$ cat config.mk
export PLATFORM = sky130hd
export DESIGN_NAME = windowed_average_with_tare
export DESIGN_NICKNAME = d
export VERILOG_FILES = /design/src/rtl/core/wat_pkg.sv /design/src/rtl/core/windowed_average_with_tare.sv /design/src/rtl/core/wat_ram.sv /design/src/rtl/core/wat_div.sv
export SDC_FILE = /design/constraint.sdc
export NUM_CORES = 1
export LEC_CHECK = 0
export BUFFER_PORTS_ARGS = -buffer_cell sky130_fd_sc_hd__buf_4
export CAP_MARGIN = 20
export CORE_ASPECT_RATIO = 0.9
export CORE_MARGIN = 1
export CORE_UTILIZATION = 40
export DETAILED_ROUTE_END_ITERATION = 6
export SLEW_MARGIN = 20
export SYNTH_ARGS = -nofsm -noshare
export SYNTH_HDL_FRONTEND = slang
export SYNTH_HIERARCHICAL = 1
export SYNTH_SLANG_ARGS = --single-unit
$ cat constraint.sdc
create_clock -name clk -period 5.2 [get_ports clk]
set_input_delay 0.52 -clock clk [delete_from_list [all_inputs] [get_ports clk]]
set_output_delay 0.52 -clock clk [all_outputs]
set_load 0.05 [all_outputs]
$ cat src/rtl/core/wat_pkg.sv
// ----------------------------------------------------------------------------
// wat_pkg
// Shared widths, action codes and defaults for the windowed average block.
// ----------------------------------------------------------------------------
package wat_pkg;

  localparam int MAX_WINDOW_DEF = 16;

  localparam int RAW_W      = 24;
  localparam int SAMPLE_W   = 20;
  localparam int SUM_W      = 24;
  localparam int TARED_W    = 21;
  localparam int CNT_OUT_W  = 5;
  localparam int WLEN_W     = 5;

  // converter word sits in the top of 32 bits, then divided by 4096
  localparam int CONV_SHIFT = 12 - (32 - RAW_W);

  localparam int APB_AW = 3;
  localparam int APB_DW = 32;

  localparam logic REG_WINDOW_LENGTH = 1'b0;

  typedef enum logic [1:0] {
    ACT_CONVERT   = 2'd0,
    ACT_TARE      = 2'd1,
    ACT_CALIBRATE = 2'd2,
    ACT_CLEAR     = 2'd3
  } action_t;

endpackage

$ cat src/rtl/core/windowed_average_with_tare.sv
// ----------------------------------------------------------------------------
// windowed_average_with_tare
// Moving average over converter samples with tare offset and calibration.
// ----------------------------------------------------------------------------
// Each transaction runs through these steps from acceptance to the result
// register: one to update the sample window, one to start the divider, 24
// steps of the serial divider that forms the window average, one to collect
// the quotient and one to load the result, which waits while the output
// register still holds an unaccepted result. A new transaction is taken
// from the cycle after the result is loaded, so only one is in progress at
// a time, while that result may still wait in the output register.
module windowed_average_with_tare import wat_pkg::*; #(
  parameter int MAX_WINDOW = MAX_WINDOW_DEF
) (
  input  logic                      clk,
  input  logic                      rst_n,
  // configuration
  input  logic                      psel,
  input  logic                      penable,
  input  logic                      pwrite,
  input  logic [APB_AW-1:0]         paddr,
  input  logic [APB_DW-1:0]         pwdata,
  output logic [APB_DW-1:0]         prdata,
  output logic                      pready,
  // input channel
  input  logic                      in_valid,
  output logic                      in_ready,
  input  logic [1:0]                in_action,
  input  logic [RAW_W-1:0]          in_raw_word,
  // result channel
  output logic                      out_valid,
  input  logic                      out_ready,
  output logic signed [TARED_W-1:0] out_tared_average,
  output logic signed [SAMPLE_W-1:0] out_raw_average,
  output logic signed [TARED_W-1:0] out_latest_tared,
  output logic signed [SAMPLE_W-1:0] out_latest_raw,
  output logic [CNT_OUT_W-1:0]      out_count_held,
  output logic                      out_window_full,
  output logic                      out_average_valid,
  output logic                      out_calibration_fired
);

  localparam int CNT_W = $clog2(MAX_WINDOW + 1);
  localparam int PTR_W = (MAX_WINDOW > 1) ? $clog2(MAX_WINDOW) : 1;
  localparam int EXT_W = CNT_W + 1;

  typedef enum logic [2:0] {
    S_IDLE,
    S_UPDATE,
    S_START,
    S_DIVIDE,
    S_FINISH
  } state_t;

  state_t                     state_r;
  logic [WLEN_W-1:0]          wlen_r;
  logic signed [SAMPLE_W-1:0] tare_r;
  logic signed [SAMPLE_W-1:0] latest_r;
  logic signed [SUM_W-1:0]    sum_r;
  logic [CNT_W-1:0]           count_r;
  logic [PTR_W-1:0]           newest_r;
  logic [PTR_W-1:0]           oldest_r;
  logic                       pending_r;
  logic                       fired_r;
  action_t                    action_r;
  logic signed [SAMPLE_W-1:0] sample_r;
  logic signed [SAMPLE_W-1:0] avg_r;

  logic                       out_valid_r;
  logic signed [TARED_W-1:0]  out_tared_average_r;
  logic signed [SAMPLE_W-1:0] out_raw_average_r;
  logic signed [TARED_W-1:0]  out_latest_tared_r;
  logic signed [SAMPLE_W-1:0] out_latest_raw_r;
  logic [CNT_OUT_W-1:0]       out_count_held_r;
  logic                       out_window_full_r;
  logic                       out_average_valid_r;
  logic                       out_calibration_fired_r;

  logic [CNT_W-1:0]           eff_len;
  logic signed [RAW_W-1:0]    word;
  logic signed [RAW_W-1:0]    biased;
  logic signed [SAMPLE_W-1:0] sample_in;
  logic [EXT_W-1:0]           count_inc;
  logic                       overflow;
  logic [EXT_W-1:0]           newest_inc;
  logic [EXT_W-1:0]           oldest_inc;
  logic [PTR_W-1:0]           newest_wrap;
  logic [PTR_W-1:0]           oldest_wrap;
  logic [PTR_W-1:0]           clear_ptr;
  logic signed [SUM_W-1:0]    sum_base;
  logic signed [SUM_W-1:0]    sum_add;
  logic signed [SAMPLE_W-1:0] tare_nxt;
  logic                       cfg_write;

  logic                       ram_we;
  logic [PTR_W-1:0]           ram_waddr;
  logic [SAMPLE_W-1:0]        ram_wdata;
  logic [SAMPLE_W-1:0]        ram_rdata;
  logic signed [SAMPLE_W-1:0] ram_rdata_s;

  logic                       div_start;
  logic                       div_done;
  logic signed [SUM_W-1:0]    div_quot;

  // effective window length, clamped to 1..MAX_WINDOW
  always_comb begin
    if (wlen_r == '0) begin
      eff_len = CNT_W'(1);
    end else if (32'(wlen_r) > 32'(MAX_WINDOW)) begin
      eff_len = CNT_W'(MAX_WINDOW);
    end else begin
      eff_len = CNT_W'(wlen_r);
    end
  end

  // sample = word / 16, truncated toward zero
  assign word      = signed'(in_raw_word);
  assign biased    = word + (word[RAW_W-1] ? RAW_W'((1 << CONV_SHIFT) - 1) : RAW_W'(0));
  assign sample_in = biased[RAW_W-1:CONV_SHIFT];

  assign count_inc   = EXT_W'(count_r) + 1'b1;
  assign overflow    = count_inc > EXT_W'(eff_len);
  assign newest_inc  = EXT_W'(newest_r) + 1'b1;
  assign oldest_inc  = EXT_W'(oldest_r) + 1'b1;
  assign newest_wrap = (newest_inc >= EXT_W'(eff_len)) ? '0 : newest_inc[PTR_W-1:0];
  assign oldest_wrap = (oldest_inc >= EXT_W'(eff_len)) ? '0 : oldest_inc[PTR_W-1:0];
  assign clear_ptr   = PTR_W'(eff_len - 1'b1);

  assign ram_rdata_s = signed'(ram_rdata);
  assign sum_base    = overflow ? sum_r - SUM_W'(ram_rdata_s) : sum_r;
  assign sum_add     = sum_base + SUM_W'(sample_r);

  assign ram_we    = (state_r == S_UPDATE) &&
                     ((action_r == ACT_CONVERT && !pending_r) || action_r == ACT_CLEAR);
  assign ram_waddr = (action_r == ACT_CLEAR) ? clear_ptr : newest_wrap;
  assign ram_wdata = (action_r == ACT_CLEAR) ? '0 : sample_r;

  assign div_start = (state_r == S_START);
  assign tare_nxt  = (action_r == ACT_TARE) ? avg_r : tare_r;

  assign cfg_write = psel && penable && pwrite && (paddr[2] == REG_WINDOW_LENGTH);
  assign pready    = 1'b1;
  assign prdata    = (paddr[2] == REG_WINDOW_LENGTH) ? APB_DW'(wlen_r) : '0;

  assign in_ready  = (state_r == S_IDLE);

  wat_ram #(
    .WIDTH (SAMPLE_W),
    .DEPTH (MAX_WINDOW)
  ) u_store (
    .clk   (clk),
    .we    (ram_we),
    .waddr (ram_waddr),
    .wdata (ram_wdata),
    .raddr (oldest_r),
    .rdata (ram_rdata)
  );

  wat_div #(
    .DIV_W (CNT_W)
  ) u_div (
    .clk      (clk),
    .rst_n    (rst_n),
    .start    (div_start),
    .dividend (sum_r),
    .divisor  (count_r),
    .done     (div_done),
    .quotient (div_quot)
  );

  always_ff @(posedge clk) begin
    if (!rst_n) begin
      state_r     <= S_IDLE;
      wlen_r      <= WLEN_W'(1);
      tare_r      <= '0;
      latest_r    <= '0;
      sum_r       <= '0;
      count_r     <= '0;
      newest_r    <= '0;
      oldest_r    <= '0;
      pending_r   <= 1'b0;
      out_valid_r <= 1'b0;
    end else begin
      if (cfg_write) begin
        wlen_r <= pwdata[WLEN_W-1:0];
      end
      if (out_valid_r && out_ready && state_r != S_FINISH) begin
        out_valid_r <= 1'b0;
      end
      unique case (state_r)
        S_IDLE: begin
          if (in_valid) begin
            action_r <= action_t'(in_action);
            sample_r <= sample_in;
            fired_r  <= 1'b0;
            state_r  <= S_UPDATE;
          end
        end
        S_UPDATE: begin
          unique case (action_r)
            ACT_CONVERT: begin
              if (pending_r) begin
                pending_r <= 1'b0;
                fired_r   <= 1'b1;
              end else begin
                count_r  <= overflow ? eff_len : count_inc[CNT_W-1:0];
                if (overflow) begin
                  oldest_r <= oldest_wrap;
                end
                newest_r <= newest_wrap;
                sum_r    <= sum_add;
                latest_r <= sample_r;
              end
            end
            ACT_TARE: begin
            end
            ACT_CALIBRATE: begin
              pending_r <= 1'b1;
            end
            ACT_CLEAR: begin
              count_r  <= '0;
              sum_r    <= '0;
              oldest_r <= '0;
              newest_r <= clear_ptr;
              latest_r <= '0;
            end
            default: begin
            end
          endcase
          state_r <= S_START;
        end
        S_START: begin
          state_r <= S_DIVIDE;
        end
        S_DIVIDE: begin
          if (div_done) begin
            avg_r   <= (count_r == '0) ? '0 : div_quot[SAMPLE_W-1:0];
            state_r <= S_FINISH;
          end
        end
        S_FINISH: begin
          if (!out_valid_r || out_ready) begin
            tare_r                  <= tare_nxt;
            out_valid_r             <= 1'b1;
            out_tared_average_r     <= TARED_W'(avg_r) - TARED_W'(tare_nxt);
            out_raw_average_r       <= avg_r;
            out_latest_tared_r      <= TARED_W'(latest_r) - TARED_W'(tare_nxt);
            out_latest_raw_r        <= latest_r;
            out_count_held_r        <= CNT_OUT_W'(count_r);
            out_window_full_r       <= count_r >= eff_len;
            out_average_valid_r     <= count_r != '0;
            out_calibration_fired_r <= fired_r;
            state_r                 <= S_IDLE;
          end
        end
        default: begin
          state_r <= S_IDLE;
        end
      endcase
    end
  end

  assign out_valid             = out_valid_r;
  assign out_tared_average     = out_tared_average_r;
  assign out_raw_average       = out_raw_average_r;
  assign out_latest_tared      = out_latest_tared_r;
  assign out_latest_raw        = out_latest_raw_r;
  assign out_count_held        = out_count_held_r;
  assign out_window_full       = out_window_full_r;
  assign out_average_valid     = out_average_valid_r;
  assign out_calibration_fired = out_calibration_fired_r;

  a_count_bound: assert property (@(posedge clk) disable iff (!rst_n)
    count_r <= CNT_W'(MAX_WINDOW))
    else $error("sample count above window capacity");

  a_one_at_a_time: assert property (@(posedge clk) disable iff (!rst_n)
    in_valid && in_ready |=> !in_ready)
    else $error("transaction accepted while another is in progress");

  a_div_done_window: assert property (@(posedge clk) disable iff (!rst_n)
    div_done |-> state_r == S_DIVIDE)
    else $error("divider finished outside the divide phase");

  a_fired_disarms: assert property (@(posedge clk) disable iff (!rst_n)
    state_r == S_FINISH && fired_r |-> !pending_r)
    else $error("calibration still armed after swallowing a conversion");

endmodule

$ cat src/rtl/core/wat_ram.sv
// ----------------------------------------------------------------------------
// wat_ram
// Generic single write port, single read port RAM with registered read.
// ----------------------------------------------------------------------------
module wat_ram #(
  parameter int WIDTH = 20,
  parameter int DEPTH = 16,
  localparam int AW   = (DEPTH > 1) ? $clog2(DEPTH) : 1
) (
  input  logic             clk,
  input  logic             we,
  input  logic [AW-1:0]    waddr,
  input  logic [WIDTH-1:0] wdata,
  input  logic [AW-1:0]    raddr,
  output logic [WIDTH-1:0] rdata
);

  logic [WIDTH-1:0] mem_r [DEPTH];
  logic [WIDTH-1:0] rdata_r;

  always_ff @(posedge clk) begin
    if (we) begin
      mem_r[waddr] <= wdata;
    end
    rdata_r <= mem_r[raddr];
  end

  assign rdata = rdata_r;

endmodule

$ cat src/rtl/core/wat_div.sv
// ----------------------------------------------------------------------------
// wat_div
// Serial restoring divider: signed sum by unsigned count, one quotient bit
// per cycle, truncating toward zero.
// ----------------------------------------------------------------------------
module wat_div import wat_pkg::*; #(
  parameter int DIV_W = 5
) (
  input  logic                    clk,
  input  logic                    rst_n,
  input  logic                    start,
  input  logic signed [SUM_W-1:0] dividend,
  input  logic [DIV_W-1:0]        divisor,
  output logic                    done,
  output logic signed [SUM_W-1:0] quotient
);

  localparam int STEP_W = $clog2(SUM_W + 1);

  logic              busy_r;
  logic              done_r;
  logic [STEP_W-1:0] step_r;
  logic [SUM_W-1:0]  mag_r;
  logic [DIV_W-1:0]  rem_r;
  logic [DIV_W-1:0]  dvs_r;
  logic              neg_r;

  logic [DIV_W:0]    trial;
  logic [DIV_W:0]    diff;
  logic              fits;

  assign trial = {rem_r, mag_r[SUM_W-1]};
  assign diff  = trial - {1'b0, dvs_r};
  assign fits  = trial >= {1'b0, dvs_r};

  always_ff @(posedge clk) begin
    if (!rst_n) begin
      busy_r <= 1'b0;
      done_r <= 1'b0;
      step_r <= '0;
    end else begin
      done_r <= 1'b0;
      if (start) begin
        busy_r <= 1'b1;
        step_r <= STEP_W'(SUM_W);
      end else if (busy_r) begin
        step_r <= step_r - 1'b1;
        if (step_r == STEP_W'(1)) begin
          busy_r <= 1'b0;
          done_r <= 1'b1;
        end
      end
    end
  end

  always_ff @(posedge clk) begin
    if (start) begin
      mag_r <= dividend[SUM_W-1] ? SUM_W'(-dividend) : SUM_W'(dividend);
      neg_r <= dividend[SUM_W-1];
      rem_r <= '0;
      dvs_r <= divisor;
    end else if (busy_r) begin
      mag_r <= {mag_r[SUM_W-2:0], fits};
      rem_r <= fits ? diff[DIV_W-1:0] : trial[DIV_W-1:0];
    end
  end

  assign done     = done_r;
  assign quotient = neg_r ? -signed'(mag_r) : signed'(mag_r);

endmodule
==> impl_metrics.tcl, run 1 <==
set metrics [dict create \
    status "finished, final reports clean" \
    dp_hpwl_um 48210 \
    power.density_mw_per_mm2 341.7 \
    clk_latency_ns 0.62 \
    clk_pin_slew_ns 0.06 \
    drt.antenna.violating_nets 0 \
    hold_violations 0 \
    dieArea_mm2 0.07298 \
    io_pins 193 \
    clkSinkCount 602 \
    yosysWarnings 6 \
    min_period_over_period_pct 92.47 \
    cts_buffers 66 \
    clock_skew_ns 0.02162 \
    drc 0 \
    startpoint_type "register" \
    cts_tree "yes" \
    die_y_um 256.4 \
    grt_usage_pct 19.06 \
    wl_per_cell_um 20.98 \
    final_area_mm2 0.03323 \
    overflow 0 \
    critical_path_peak_fanout 4 \
    finalPower_mw 11.35 \
    cts_setup_buffers 0 \
    cts-resized-gates 0 \
    area_growth_pct 15.53 \
    grt_pass1_vias 17650 \
    drt_iter0_markers 1416 \
    firstDrtPassIters 5 \
    worstPathArrival_ns 5.35 \
    max_slew_margin_pct 35.49 \
    wl_um 69870 \
    fmax_mhz 208.0 \
    tightest_slew_ns 0.9654 \
    viasPerCell 5.469 \
    tns_ns 0 \
    die_w_um 284.7 \
    antenna_found_initial 0 \
    drv_cap 0 \
    syn_area_per_cell_um2 13.21 \
    initial_core_util_pct 40.76 \
    synthCells 2178 \
    numPortBuffers 135 \
    diodes 0 \
    htreeDepth 3 \
    rsz0062_at_grt "no" \
    post-route-min-period_ns 4.809 \
    gp_congestion 0.8938 \
    cp-end-kind "register" \
    clockRootBuffer "clkbuf_16" \
    cts_max_path_buffers 3 \
    drive_gt1_share_pct 17.11 \
    setup_violations 0 \
    crit_required_ns 5.74 \
    vdd_drop_max_mv 0.1992 \
    critPathKind "reg -> reg" \
    syn_area_mm2 0.02876 \
    dr_total_vias 18210 \
    grt_pass1_wl_um 106100 \
    leakage_nw 12.31 \
    rows 92 \
    cts_hold_buf 0 \
    core_area_mm2 0.07056 \
    placedInstanceArea_mm2 0.03095 \
    hold_path_class "in -> reg" \
    drv_slew 0 \
    grt_max_degree 58 \
    fin_nets 2539 \
]
final cells by class:
type | instances | area, µm²
repair buffers | 185 | 1434
fillers | 6172 | 37340
well taps | 940 | 1176
multi-input cells | 1404 | 11170
clock buffers | 88 | 1848
inverters | 80 | 300.3
flip-flops and latches | 602 | 16890
clock inverters | 31 | 405.4
critical path, stage by stage (launching register included):
cell and delay [ns]:
dfxtp_1 0.31, inv_1 0.05, ha_1 0.15, inv_1 0.05
fa_1 0.40, a21o_1 0.19, a21oi_2 0.20, o21ai_1 0.17
a41o_1 0.28, o21ba_1 0.22, o21ai_0 0.26, a211oi_1 0.14
o21a_1 0.19, o31ai_1 0.24, ha_1 0.34, o21a_1 0.15
and3_1 0.18, nand3_1 0.12, nand3_1 0.10, and3_1 0.19
or4_1 0.48, and2_1 0.18, o211ai_1 0.15
metal layers:
| metal | GRT usage (%) | vias up | part of all wire [%] |
|---|---|---|---|
| met5 | 0 | - | 0 |
| met4 | 5.272 | 0 | 2.2 |
| met3 | 3.577 | 106 | 6.8 |
| met2 | 30.52 | 558 | 47 |
| met1 | 26.42 | 9025 | 45 |
| li1 | - | 8523 | - |
cell usage in the layout, fill, tap and decap left out, types with 64 or more instances in the layout:
cell type	n
nand2_1	135
buf_4	182
nor2b_1	94
a22oi_1	80
mux4_2	64
dfxtp_1	115
clkbuf_16	69
o21ai_0	80
edfxtp_1	483
ha_1	127
inv_1	80
a21oi_1	83
xnor2_1	73
nor2_1	106
sequential cells by signal, summed over array words and instances, names as in the netlist, 2 cells and up:
name	cells
u_div/rem_r	5
u_div/dvs_r	5
u_div/mag_r	24
sum_r	24
tare_r	20
out_latest_raw	20
u_store/rdata	20
u_div/step_r	5
avg_r	20
latest_r	20
newest_r	4
out_tared_average	21
count_r	5
out_count_held	5
sample_r	20
action_r	2
u_store/mem_r	320
oldest_r	4
wlen_r	5
out_latest_tared	21
out_raw_average	20
state_r	3
path summary, 6_finish.rpt:
check	endpoint	start	cells past startpoint	slack (ns)
min	action_r[0]	in_action[0]	1	0.11
max reg2reg	sum_r[23]	sum_r[0]	22	0.39
max	sum_r[23]	sum_r[0]	22	0.39
min reg2reg	out_calibration_fired	fired_r	0	0.42
through the flow:
| stage | util [%] | setup WS (ns) | hold slack (ns) | cells |
|---|---|---|---|---|
| floorplan | - | 0.6786 | 0.4003 | 2204 |
| global placement | 43.82 | 0.2701 | 0.4180 | 3210 |
| detailed placement | 43.86 | 0.2488 | 0.4101 | 3211 |
| CTS | 47.05 | 0.2255 | 0.07674 | 3330 |
| global route | 47.09 | 0.01926 | 0.08070 | 3330 |
| finish | 47.09 | 0.3915 | 0.1080 | 3330 |
report_power, final:
group / leakage [nW] / internal [mW] / total, mW / switching (mW)
Clock: 1.10 / 2.88 / 4.83 / 1.95
Combinational: 5.84 / 0.441 / 1.12 / 0.681
Sequential: 5.36 / 5.31 / 5.40 / 0.0965
Power figures use the tool's default switching activity.
==> run 2, diff against run 1 <==
ABC_AREA = 1   (was default)
==> impl_metrics.tcl, run 2 <==
set metrics [dict create \
    status "finished, final reports clean" \
    cts_setup_buffers 0 \
    rows 96 \
    fin_ws_ns 0.5786 \
    drt_iter0_markers 1994 \
    timing.rr.start "wlen_r[0]" \
    wl_um 82290 \
    hold_path_class "in -> reg" \
    overflow 0 \
    worst_path_largest_cell_delay_ns 0.41 \
    rsz0062_at_grt "no" \
    tns_ns 0 \
    holdPathEnd "action_r[1]" \
    synthCells 3496 \
    final_area_mm2 0.03564 \
    crit_family "compound AO/OA/AOI/OAI gates" \
    core_area_mm2 0.07687 \
    cts_hold_buf 0 \
    clk_pin_slew_ns 0.06 \
    fin_nets 3841 \
    reg2reg_to "sum_r[16]" \
    firstDrtPassIters 5 \
    syn_area_mm2 0.03133 \
    min_period_over_period_pct 88.87 \
    cp-end-kind "register" \
    fin_util_pct 46.36 \
    post-route-min-period_ns 4.621 \
    drc 0 \
    worst-path-buf-inv 8 \
    grt_usage_pct 20.58 \
    dp_hpwl_um 55470 \
    wl_per_cell_um 17.41 \
    io_pins 193 \
    drive_gt1_share_pct 11.26 \
    clockRootBuffer "clkbuf_16" \
    final_cell_mix "nand2_1 (904), inv_1 (524), edfxtp_1 (483)" \
    cts_max_path_buffers 3 \
    cp_common_cell "nand2_1" \
    gp_congestion 0.8952 \
    pre_cts_slack_ns 0.6651 \
    rrSetupSlack_ns 0.58 \
    power.density_mw_per_mm2 336.3 \
    cts-resized-gates 0 \
    viasPerCell 4.967 \
    holdPathStages 1 \
    seq_area_mm2 0.01689 \
    critPathKind "reg -> reg" \
    top_regs "u_store/mem_r (320), sum_r (24), u_div/mag_r (24)" \
    hold_violations 0 \
    grt_pass1_vias 21710 \
    max_slew_margin_pct 21.91 \
    dieArea_mm2 0.07946 \
    grt_pass1_wl_um 126000 \
    clkSinkCount 602 \
    largest_register_ffs 320 \
    critical_path_peak_fanout 22 \
    hold_path.startpoint "in_action[1]" \
    dr_total_vias 23470 \
    clock_skew_ns 0.03303 \
    worstPathArrival_ns 5.16 \
    initial_core_util_pct 40.76 \
    fill_cells 7330 \
    placedInstanceArea_mm2 0.03346 \
    cts_tree "yes" \
    antenna_found_initial 1 \
    vdd_drop_max_mv 0.2281 \
    drv_cap 0 \
    slowest_stage "o21ai_0" \
    syn_area_per_cell_um2 8.962 \
    die_w_um 297.0 \
    multi_input_area_mm2 0.01184 \
    cts_buffers 68 \
    tightest_slew_ns 1.170 \
    crit_required_ns 5.74 \
    leakage_nw 15.54 \
    htreeDepth 3 \
    clk_latency_ns 0.62 \
    rr_worst_depth 30 \
    die_y_um 267.5 \
    top_register "u_store/mem_r" \
    area_growth_pct 13.73 \
    setup_violations 0 \
    drv_slew 0 \
    startpoint_type "register" \
    drt.antenna.violating_nets 0 \
    numPortBuffers 135 \
    final_common_cell "nand2_1" \
    yosysWarnings 6 \
    fmax_mhz 216.4 \
    grt_max_degree 76 \
]
## run 2: cell count changes in the layout (fill, tap and decap cells not counted), moves of 25 or more
cell	before	now
a21oi_1	83	189
a22oi_1	80	1
and2_1	27	2
inv_1	80	524
mux2i_1	31	0
mux4_2	64	0
nand2_1	135	904
nand3_1	18	343
nor2_1	106	183
nor2b_1	94	0
o21ai_0	80	113
xnor2_1	73	29
## run 2: stage by stage
| stage | hold WS, ns | cells | power (mW) |
|---|---|---|---|
| 2_1_floorplan | 0.4003 | 3522 | 6.908 |
| 3_3_place_gp | 0.4038 | 4600 | 7.378 |
| 3_5_place_dp | 0.4169 | 4600 | 7.395 |
| 4_1_cts | 0.09920 | 4723 | 12.06 |
| 5_1_grt | 0.1015 | 4723 | 12.51 |
| 6_report | 0.1250 | 4726 | 11.98 |
## run 2: how the worst max path moves through the flow
stage,start,end,slack [ns],cells past startpoint
6_report,wlen_r[0],sum_r[16],0.58,30
5_1_grt,wlen_r[0],sum_r[16],0.19,30
4_1_cts,wlen_r[0],sum_r[16],0.61,30
3_5_place_dp,wlen_r[0],sum_r[16],0.67,30
3_3_place_gp,count_r[0],sum_r[16],0.69,27
2_1_floorplan,out_valid,out_average_valid,1.42,6
## run 2: metal layers
layer	GRT usage, %	routed length (µm)
met4	6.548	1975
met1	29.51	38850
met5	0	0
met3	3.375	5573
met2	31.69	35890
## run 2: power by group
group | internal (mW) | switching [mW]
combinational | 0.591 | 1.24
clock | 2.70 | 1.97
sequential | 5.36 | 0.121
total | 8.65 | 3.33
## run 2: final cells by class
class                      count  area share (%)
antenna                        3         0.02107
clock buffer                  91           5.249
clock inverter                32          0.7795
inverter                     539           5.684
multi-input combinational   2239           33.23
sequential                   602           47.40
tap                         1029           3.613
timing repair buffer         191           4.024
